$ cat src/fte_pkg.sv
package fte_pkg;

  localparam int unsigned ENTRY_W = 28;
  localparam int unsigned COUNT_W = 29;
  localparam int unsigned ASM_W   = 24;

  localparam logic [COUNT_W-1:0] MAX_TOTAL = 29'h1000_0000;

  localparam logic [ENTRY_W-1:0] BAD_MARK_12 = 28'h000_0FF7;
  localparam logic [ENTRY_W-1:0] BAD_MARK_16 = 28'h000_FFF7;
  localparam logic [ENTRY_W-1:0] BAD_MARK_32 = 28'hFFF_FFF7;
  localparam logic [ENTRY_W-1:0] EOC_MARK_12 = 28'h000_0FF8;
  localparam logic [ENTRY_W-1:0] EOC_MARK_16 = 28'h000_FFF8;
  localparam logic [ENTRY_W-1:0] EOC_MARK_32 = 28'hFFF_FFF8;
  localparam logic [ENTRY_W-1:0] LAST_RESERVED = 28'h000_0001;

  localparam logic REG_TABLE_TYPE    = 1'b0;
  localparam logic REG_CLUSTER_TOTAL = 1'b1;

  typedef enum logic [1:0] {
    KIND_FAT12 = 2'd0,
    KIND_FAT16 = 2'd1,
    KIND_FAT32 = 2'd2
  } fat_kind_t;

  typedef enum logic [1:0] {
    CLASS_FREE = 2'd0,
    CLASS_BAD  = 2'd1,
    CLASS_USED = 2'd2
  } entry_class_t;

endpackage

$ cat src/fat_table_entry_scanner.sv
// Decodes the raw bytes of one file allocation table, one byte per input beat, into
// FAT12, FAT16 or FAT32 entries as set by table_type, and gives one result beat per
// completed entry whose index is below cluster_total (clipped to 2^28), with its class,
// chain-end flag and running free, bad and allocated counts. The byte assembly, entry
// decode and count updates sit between the input handshake and a single output
// register, so a new byte is taken in every cycle while the output register is empty
// or being drained. A beat with start_of_table set restarts the table.
// Configuration must be written only while the block is idle.
module fat_table_entry_scanner
  import fte_pkg::*;
(
  input  logic                 clk,
  input  logic                 rst,
  input  logic                 cfg_write,
  input  logic                 cfg_index,
  input  logic [COUNT_W-1:0]   cfg_data,
  input  logic                 in_valid,
  output logic                 in_ready,
  input  logic [7:0]           table_byte,
  input  logic                 start_of_table,
  output logic                 out_valid,
  input  logic                 out_ready,
  output logic [ENTRY_W-1:0]   entry_index,
  output logic [ENTRY_W-1:0]   entry_value,
  output logic [1:0]           entry_class,
  output logic                 ends_chain,
  output logic [COUNT_W-1:0]   free_count,
  output logic [COUNT_W-1:0]   bad_count,
  output logic [COUNT_W-1:0]   used_count,
  output logic                 final_entry
);

  logic [1:0]         table_type;
  logic [COUNT_W-1:0] cluster_total;

  logic [COUNT_W-1:0] next_entry_position;
  logic [1:0]         byte_phase;
  logic [ASM_W-1:0]   assembly_bytes;
  logic [COUNT_W-1:0] free_tally;
  logic [COUNT_W-1:0] bad_tally;
  logic [COUNT_W-1:0] used_tally;

  logic [COUNT_W-1:0] next_entry_position_next;
  logic [1:0]         byte_phase_next;
  logic [ASM_W-1:0]   assembly_bytes_next;
  logic [COUNT_W-1:0] free_tally_next;
  logic [COUNT_W-1:0] bad_tally_next;
  logic [COUNT_W-1:0] used_tally_next;

  fat_kind_t          kind;
  logic [1:0]         last_phase;
  logic [1:0]         phase;
  logic [COUNT_W-1:0] pos_base;
  logic [ASM_W-1:0]   asm_base;
  logic [COUNT_W-1:0] free_base;
  logic [COUNT_W-1:0] bad_base;
  logic [COUNT_W-1:0] used_base;
  logic [ENTRY_W-1:0] value;
  logic               done;
  logic [COUNT_W-1:0] total;
  logic               emit;
  logic [ENTRY_W-1:0] bad_mark;
  logic [ENTRY_W-1:0] eoc_mark;
  logic               is_bad;
  entry_class_t       cls;
  logic               chain_end;
  logic               is_final;
  logic               in_accept;

  assign in_ready  = !out_valid || out_ready;
  assign in_accept = in_valid && in_ready;

  always_comb begin
    case (table_type)
      2'd0:    kind = KIND_FAT12;
      2'd1:    kind = KIND_FAT16;
      default: kind = KIND_FAT32;
    endcase

    case (kind)
      KIND_FAT12: begin
        last_phase = 2'd2;
        bad_mark   = BAD_MARK_12;
        eoc_mark   = EOC_MARK_12;
      end
      KIND_FAT16: begin
        last_phase = 2'd1;
        bad_mark   = BAD_MARK_16;
        eoc_mark   = EOC_MARK_16;
      end
      default: begin
        last_phase = 2'd3;
        bad_mark   = BAD_MARK_32;
        eoc_mark   = EOC_MARK_32;
      end
    endcase

    pos_base  = start_of_table ? '0 : next_entry_position;
    asm_base  = start_of_table ? '0 : assembly_bytes;
    free_base = start_of_table ? '0 : free_tally;
    bad_base  = start_of_table ? '0 : bad_tally;
    used_base = start_of_table ? '0 : used_tally;
    phase     = start_of_table ? 2'd0 : byte_phase;
    if (phase > last_phase) begin
      phase = last_phase;
    end

    value = '0;
    done  = 1'b0;
    case (kind)
      KIND_FAT12: begin
        if (phase == 2'd1) begin
          value = {16'd0, table_byte[3:0], asm_base[7:0]};
          done  = 1'b1;
        end else if (phase == 2'd2) begin
          value = {16'd0, table_byte, asm_base[15:12]};
          done  = 1'b1;
        end
      end
      KIND_FAT16: begin
        if (phase == 2'd1) begin
          value = {12'd0, table_byte, asm_base[7:0]};
          done  = 1'b1;
        end
      end
      default: begin
        if (phase == 2'd3) begin
          value = {table_byte[3:0], asm_base};
          done  = 1'b1;
        end
      end
    endcase

    if (phase == last_phase) begin
      byte_phase_next     = 2'd0;
      assembly_bytes_next = '0;
    end else begin
      byte_phase_next     = phase + 2'd1;
      assembly_bytes_next = asm_base;
      case (phase)
        2'd0:    assembly_bytes_next[7:0]   = asm_base[7:0] | table_byte;
        2'd1:    assembly_bytes_next[15:8]  = asm_base[15:8] | table_byte;
        default: assembly_bytes_next[23:16] = asm_base[23:16] | table_byte;
      endcase
    end

    total     = (cluster_total > MAX_TOTAL) ? MAX_TOTAL : cluster_total;
    emit      = done && (pos_base < total);
    is_bad    = (value == bad_mark);
    chain_end = (value <= LAST_RESERVED) || is_bad || (value >= eoc_mark);
    is_final  = ((pos_base + 29'd1) == total);

    next_entry_position_next = pos_base;
    free_tally_next          = free_base;
    bad_tally_next           = bad_base;
    used_tally_next          = used_base;
    if (value == '0) begin
      cls = CLASS_FREE;
    end else if (is_bad) begin
      cls = CLASS_BAD;
    end else begin
      cls = CLASS_USED;
    end
    if (emit) begin
      next_entry_position_next = pos_base + 29'd1;
      case (cls)
        CLASS_FREE: free_tally_next = free_base + 29'd1;
        CLASS_BAD:  bad_tally_next  = bad_base + 29'd1;
        default:    used_tally_next = used_base + 29'd1;
      endcase
    end
  end

  always_ff @(posedge clk) begin
    if (rst) begin
      table_type          <= 2'd0;
      cluster_total       <= '0;
      next_entry_position <= '0;
      byte_phase          <= 2'd0;
      assembly_bytes      <= '0;
      free_tally          <= '0;
      bad_tally           <= '0;
      used_tally          <= '0;
      out_valid           <= 1'b0;
    end else begin
      if (cfg_write) begin
        case (cfg_index)
          REG_TABLE_TYPE:    table_type    <= cfg_data[1:0];
          REG_CLUSTER_TOTAL: cluster_total <= cfg_data;
          default:           ;
        endcase
      end
      if (in_accept) begin
        next_entry_position <= next_entry_position_next;
        byte_phase          <= byte_phase_next;
        assembly_bytes      <= assembly_bytes_next;
        free_tally          <= free_tally_next;
        bad_tally           <= bad_tally_next;
        used_tally          <= used_tally_next;
        out_valid           <= emit;
      end else if (out_ready) begin
        out_valid <= 1'b0;
      end
    end
  end

  always_ff @(posedge clk) begin
    if (in_accept && emit) begin
      entry_index <= pos_base[ENTRY_W-1:0];
      entry_value <= value;
      entry_class <= cls;
      ends_chain  <= chain_end;
      free_count  <= free_tally_next;
      bad_count   <= bad_tally_next;
      used_count  <= used_tally_next;
      final_entry <= is_final;
    end
  end

endmodule

$ cat config.mk
export PLATFORM = sky130hd
export DESIGN_NAME = fat_table_entry_scanner
export DESIGN_NICKNAME = d
export VERILOG_FILES = /design/src/fte_pkg.sv /design/src/fat_table_entry_scanner.sv
export SDC_FILE = /design/constraint.sdc
export NUM_CORES = 1
export LEC_CHECK = 0
export BUFFER_PORTS_ARGS = -buffer_cell sky130_fd_sc_hd__buf_2
export CORE_UTILIZATION = 45
export CTS_CLUSTER_SIZE = 40
export DETAILED_ROUTE_END_ITERATION = 7
export GPL_ROUTABILITY_DRIVEN = 0
export PLACE_DENSITY = 0.76
export SLEW_MARGIN = 20
export SYNTH_ARGS = -nofsm -noshare
export SYNTH_HDL_FRONTEND = slang
export SYNTH_SLANG_ARGS = --single-unit
$ cat constraint.sdc
create_clock -name clk -period 10.12 [get_ports clk]
set_input_delay 0 -clock clk [delete_from_list [all_inputs] [get_ports clk]]
set_output_delay 0 -clock clk [all_outputs]
set_load 0.02 [all_outputs]
==> impl_results.md <==
* Outcome: finished clean
* Placed Area at 18610 um2
* Die Span X at 198.5 um
* Leak at 7.015 nW
* Maximum clock frequency at 0.1458 GHz
* Yosys top cell by area: edfxtp_1
* Multiplexer share of the synthesized area at 0.7419%
* Clock Tree Buf Depth at 3
* Synth warnings at 0
* Clock Sinks at 321
* Cell internal pwr at 2.236 mW
* Synth top area share at 25.41%
* Clock share of power at 42.8%
* Slowest cell on crit path: buf_4
* Post-synthesis sequential area ratio at 45.47%
* CTS Buf Count at 36
* Critical-path cell list: nor2_1, inv_1, ha_1, inv_1, o22ai_1, mux2i_1, ha_1, nand2_1, o21a_1, nor2_1, o2111ai_1, nor2b_4, buf_4, nand2_1, inv_6, buf_4, a31o_2, a32o_1
* Final Hold Fails at 0
* Synth cell types at 82
* CP Max Fanout at 84
* Post-synthesis adder-cell area fraction at 3.241%
* Clk Latency, worst-skew pair at 550 ps
* Endpoints failing setup at 0
* Synth Register Bits at 321
* Compound-Gate Fraction of Synth Area at 14.49%
* Logic pwr share at 10.1%
* Largest family of logic cells by synthesized area: simple AND/OR/NAND/NOR gates
* Critical Path AT at 7350 ps
* Clk slew on worst S/H paths at 60 ps
* Via count at 15.77k
* Core Region at 37840 um2
* Critical Path RT at 10620 ps
* Num rows at 71
* Flop pwr share at 47.1%
* Die area at 39390 um2
* Post-synth EDFFs at 147
* Initial antenna violation count at 0
* Hold path depth at 5
* Crit path launch type: flip-flop
* Avg Cell Area, Syn at 8.991 um2
* Max-capacitance violation count at 0
* Worst Skew at 23.44 ps
* Final WL at 49060 um
* Initial DRC count at 1474
* Area occupied by multi-input gates at 8862 um2
* Min-delay worst type: in2reg
* Cell area power density at 149.2 nW/um2
* CP max stage delay at 960 ps
* Drt wl/cell at 18.68 um
* Ys flop type: dfxtp_1
* Post-route cell area at 20180 um2
* Synthesized area at 17370 um2
* CTS tree: done
* R2R cell count at 18
* Register area at 7898 um2
* Total negative slack at 0 ps
* Layout cells sized above 1 at 13.52%
* Fin nets at 2178
* Final worst-path cycle share at 67.76%
* Inst Count DP at 2519
* Routed Antenna Nets at 0
* Crit. End Element: flip-flop
* Synth Area in XOR/XNOR at 5.525%
* Cell count after synthesis at 1932
* TritonRoute pass-1 iters at 7
* Vias in the first global route at 14.97k
* Max-slew violations at 0
* Largest net degree at the start of global routing at 119
* Synth area leaders: edfxtp_1 25%, dfxtp_1 20%, nand2_1 5.7%
* Overall Global Routing Usage at 24.59%
* Simple-gate share of the synthesized area at 26.86%
* Critical path class: reg2reg
* IO buf count at 192
* Post-CTS Setup Bufs at 0
* Async SR Flop Fraction at 0%
* Dpl hpwl at 32190 um
* Diode count at 0
* Overflow after GRT at 0
* Final hold slack at 145.5 ps
* Total I/O pin count at 193
* Max-slew headroom at 26.57%
* Initial Util at 45.90%
* Period minus WS final at 6858 ps
* Max IR drop VDD at 0.1183 mV
* Area Overhead vs Synth at 16.18%
* RSZ-0062 raised after global routing: false
* Fillers at 3431
* Total power at 3.011 mW
* DR DRC count at 0
* Syn nets at 2021
* Post-DR vias/cell at 6.003
* Post-Layout Cell Count at 2626
* Clock root cell: clkbuf_16
* H-Tree Depth at 2
* Switching share of power at 25.74%
* Die H at 198.5 um
* First-pass GRT wire length at 77600 um
* Net load switching power at 775.0 uW
* Worst slew pin tran at 1094 ps
final cells by class:
| cell class | instances | area share (%) |
|---|---|---|
| multi-input combinational | 1446 | 43.91 |
| sequential | 321 | 39.13 |
| timing repair buffer | 249 | 7.459 |
| clock buffer | 42 | 4.731 |
| tap | 511 | 3.168 |
| clock inverter | 22 | 0.9176 |
| inverter | 35 | 0.6758 |
logic make-up after synthesis:
kind of cell / after synthesis
xor gates and xnor gates: 108
and+or+nand+nor: 889
DFF: 321
buffers and inverters: 165
muxes: 12
adders and majority gates: 45
AOI/OAI and AO/OA: 392
metrics by stage:
stage	worst slack, ps	utilization (%)
final	3262	53.33
after global routing	2690	53.33
after CTS	3359	53.32
after detailed placement	3384	49.17
after global placement	3749	49.14
after floorplan	978.7	-
cells in the final DEF (no fill, tap or decap), drive strengths merged, types with 12 or more instances in the layout:
| cell type | instances |
|---|---|
| nand2 | 267 |
| buf | 206 |
| dfxtp | 174 |
| edfxtp | 147 |
| nor2 | 133 |
| a21oi | 99 |
| o21ai | 87 |
| nor2b | 81 |
| xnor2 | 74 |
| nand3 | 73 |
| a31oi | 60 |
| nand4 | 53 |
| ha | 45 |
| dlygate4sd3 | 43 |
| clkbuf | 42 |
| or4 | 41 |
| nor3 | 35 |
| or3 | 35 |
| and3 | 34 |
| inv | 34 |
| a22oi | 33 |
| xor2 | 33 |
| nor4 | 31 |
| and2 | 28 |
| clkinv | 17 |
| nand3b | 16 |
| nand4b | 15 |
| and4 | 12 |
flip-flops by register name, summed over array words and instances, names as in the netlist:
signal               count
bad_count               29
next_entry_position     29
used_count              29
table_type               2
out_valid                1
ends_chain               1
byte_phase               2
entry_index             28
used_tally              29
final_entry              1
free_count              29
assembly_bytes          24
cluster_total           29
entry_value             28
entry_class              2
free_tally              29
bad_tally               29
metal layers:
| metal | routed length (um) | global-route usage (%) | vias up |
|---|---|---|---|
| met5 | 0 | 0 | - |
| met4 | 1659 | 10.74 | 0 |
| met1 | 20060 | 31.51 | 7461 |
| li1 | - | - | 7404 |
| met3 | 4226 | 4.697 | 123 |
| met2 | 23110 | 40.36 | 777 |
worst paths after layout:
path	from	end	slack, ps
min reg2reg	byte_phase[1]	byte_phase[1]	450
max	table_type[1]	next_entry_position[19]	3260
max reg2reg	table_type[1]	next_entry_position[19]	3260
min	start_of_table	next_entry_position[2]	150
critical path, delay by kind of cell, from the launching register on:
kind	cells	cell delay [ps]
muxes	1	390
adders and majority gates	2	790
AOI/OAI and AO/OA	5	1060
DFF	1	610
buffers and inverters	5	2450
and+or+nand+nor	5	1410
timing repair:
action	in CTS	in global routing
resized for setup	0	0
hold buffers	43	0
hold endpoints to repair	85	0
power groups by stage:
stage          sequential (mW)  combinational [mW]  clock [mW]
6_report                  1.42               0.304        1.29
4_1_cts                   1.42               0.301        1.31
3_5_place_dp              1.45               0.287           0
2_1_floorplan             1.48               0.161           0
3_3_place_gp              1.45               0.281           0
5_1_grt                   1.42               0.329        1.35
Yosys cell counts (34+ instances only):
master / n
or4_1: 38
dfxtp_1: 174
a21oi_1: 98
ha_1: 45
o21ai_0: 75
nor3_1: 34
a31oi_1: 60
nand2_1: 266
or3_1: 34
nand3_1: 73
xnor2_1: 74
edfxtp_1: 147
clkbuf_1: 106
nor2b_1: 81
and3_1: 34
nand4_1: 53
nor2_1: 132
Note: power is estimated with default switching activity, not from simulation.
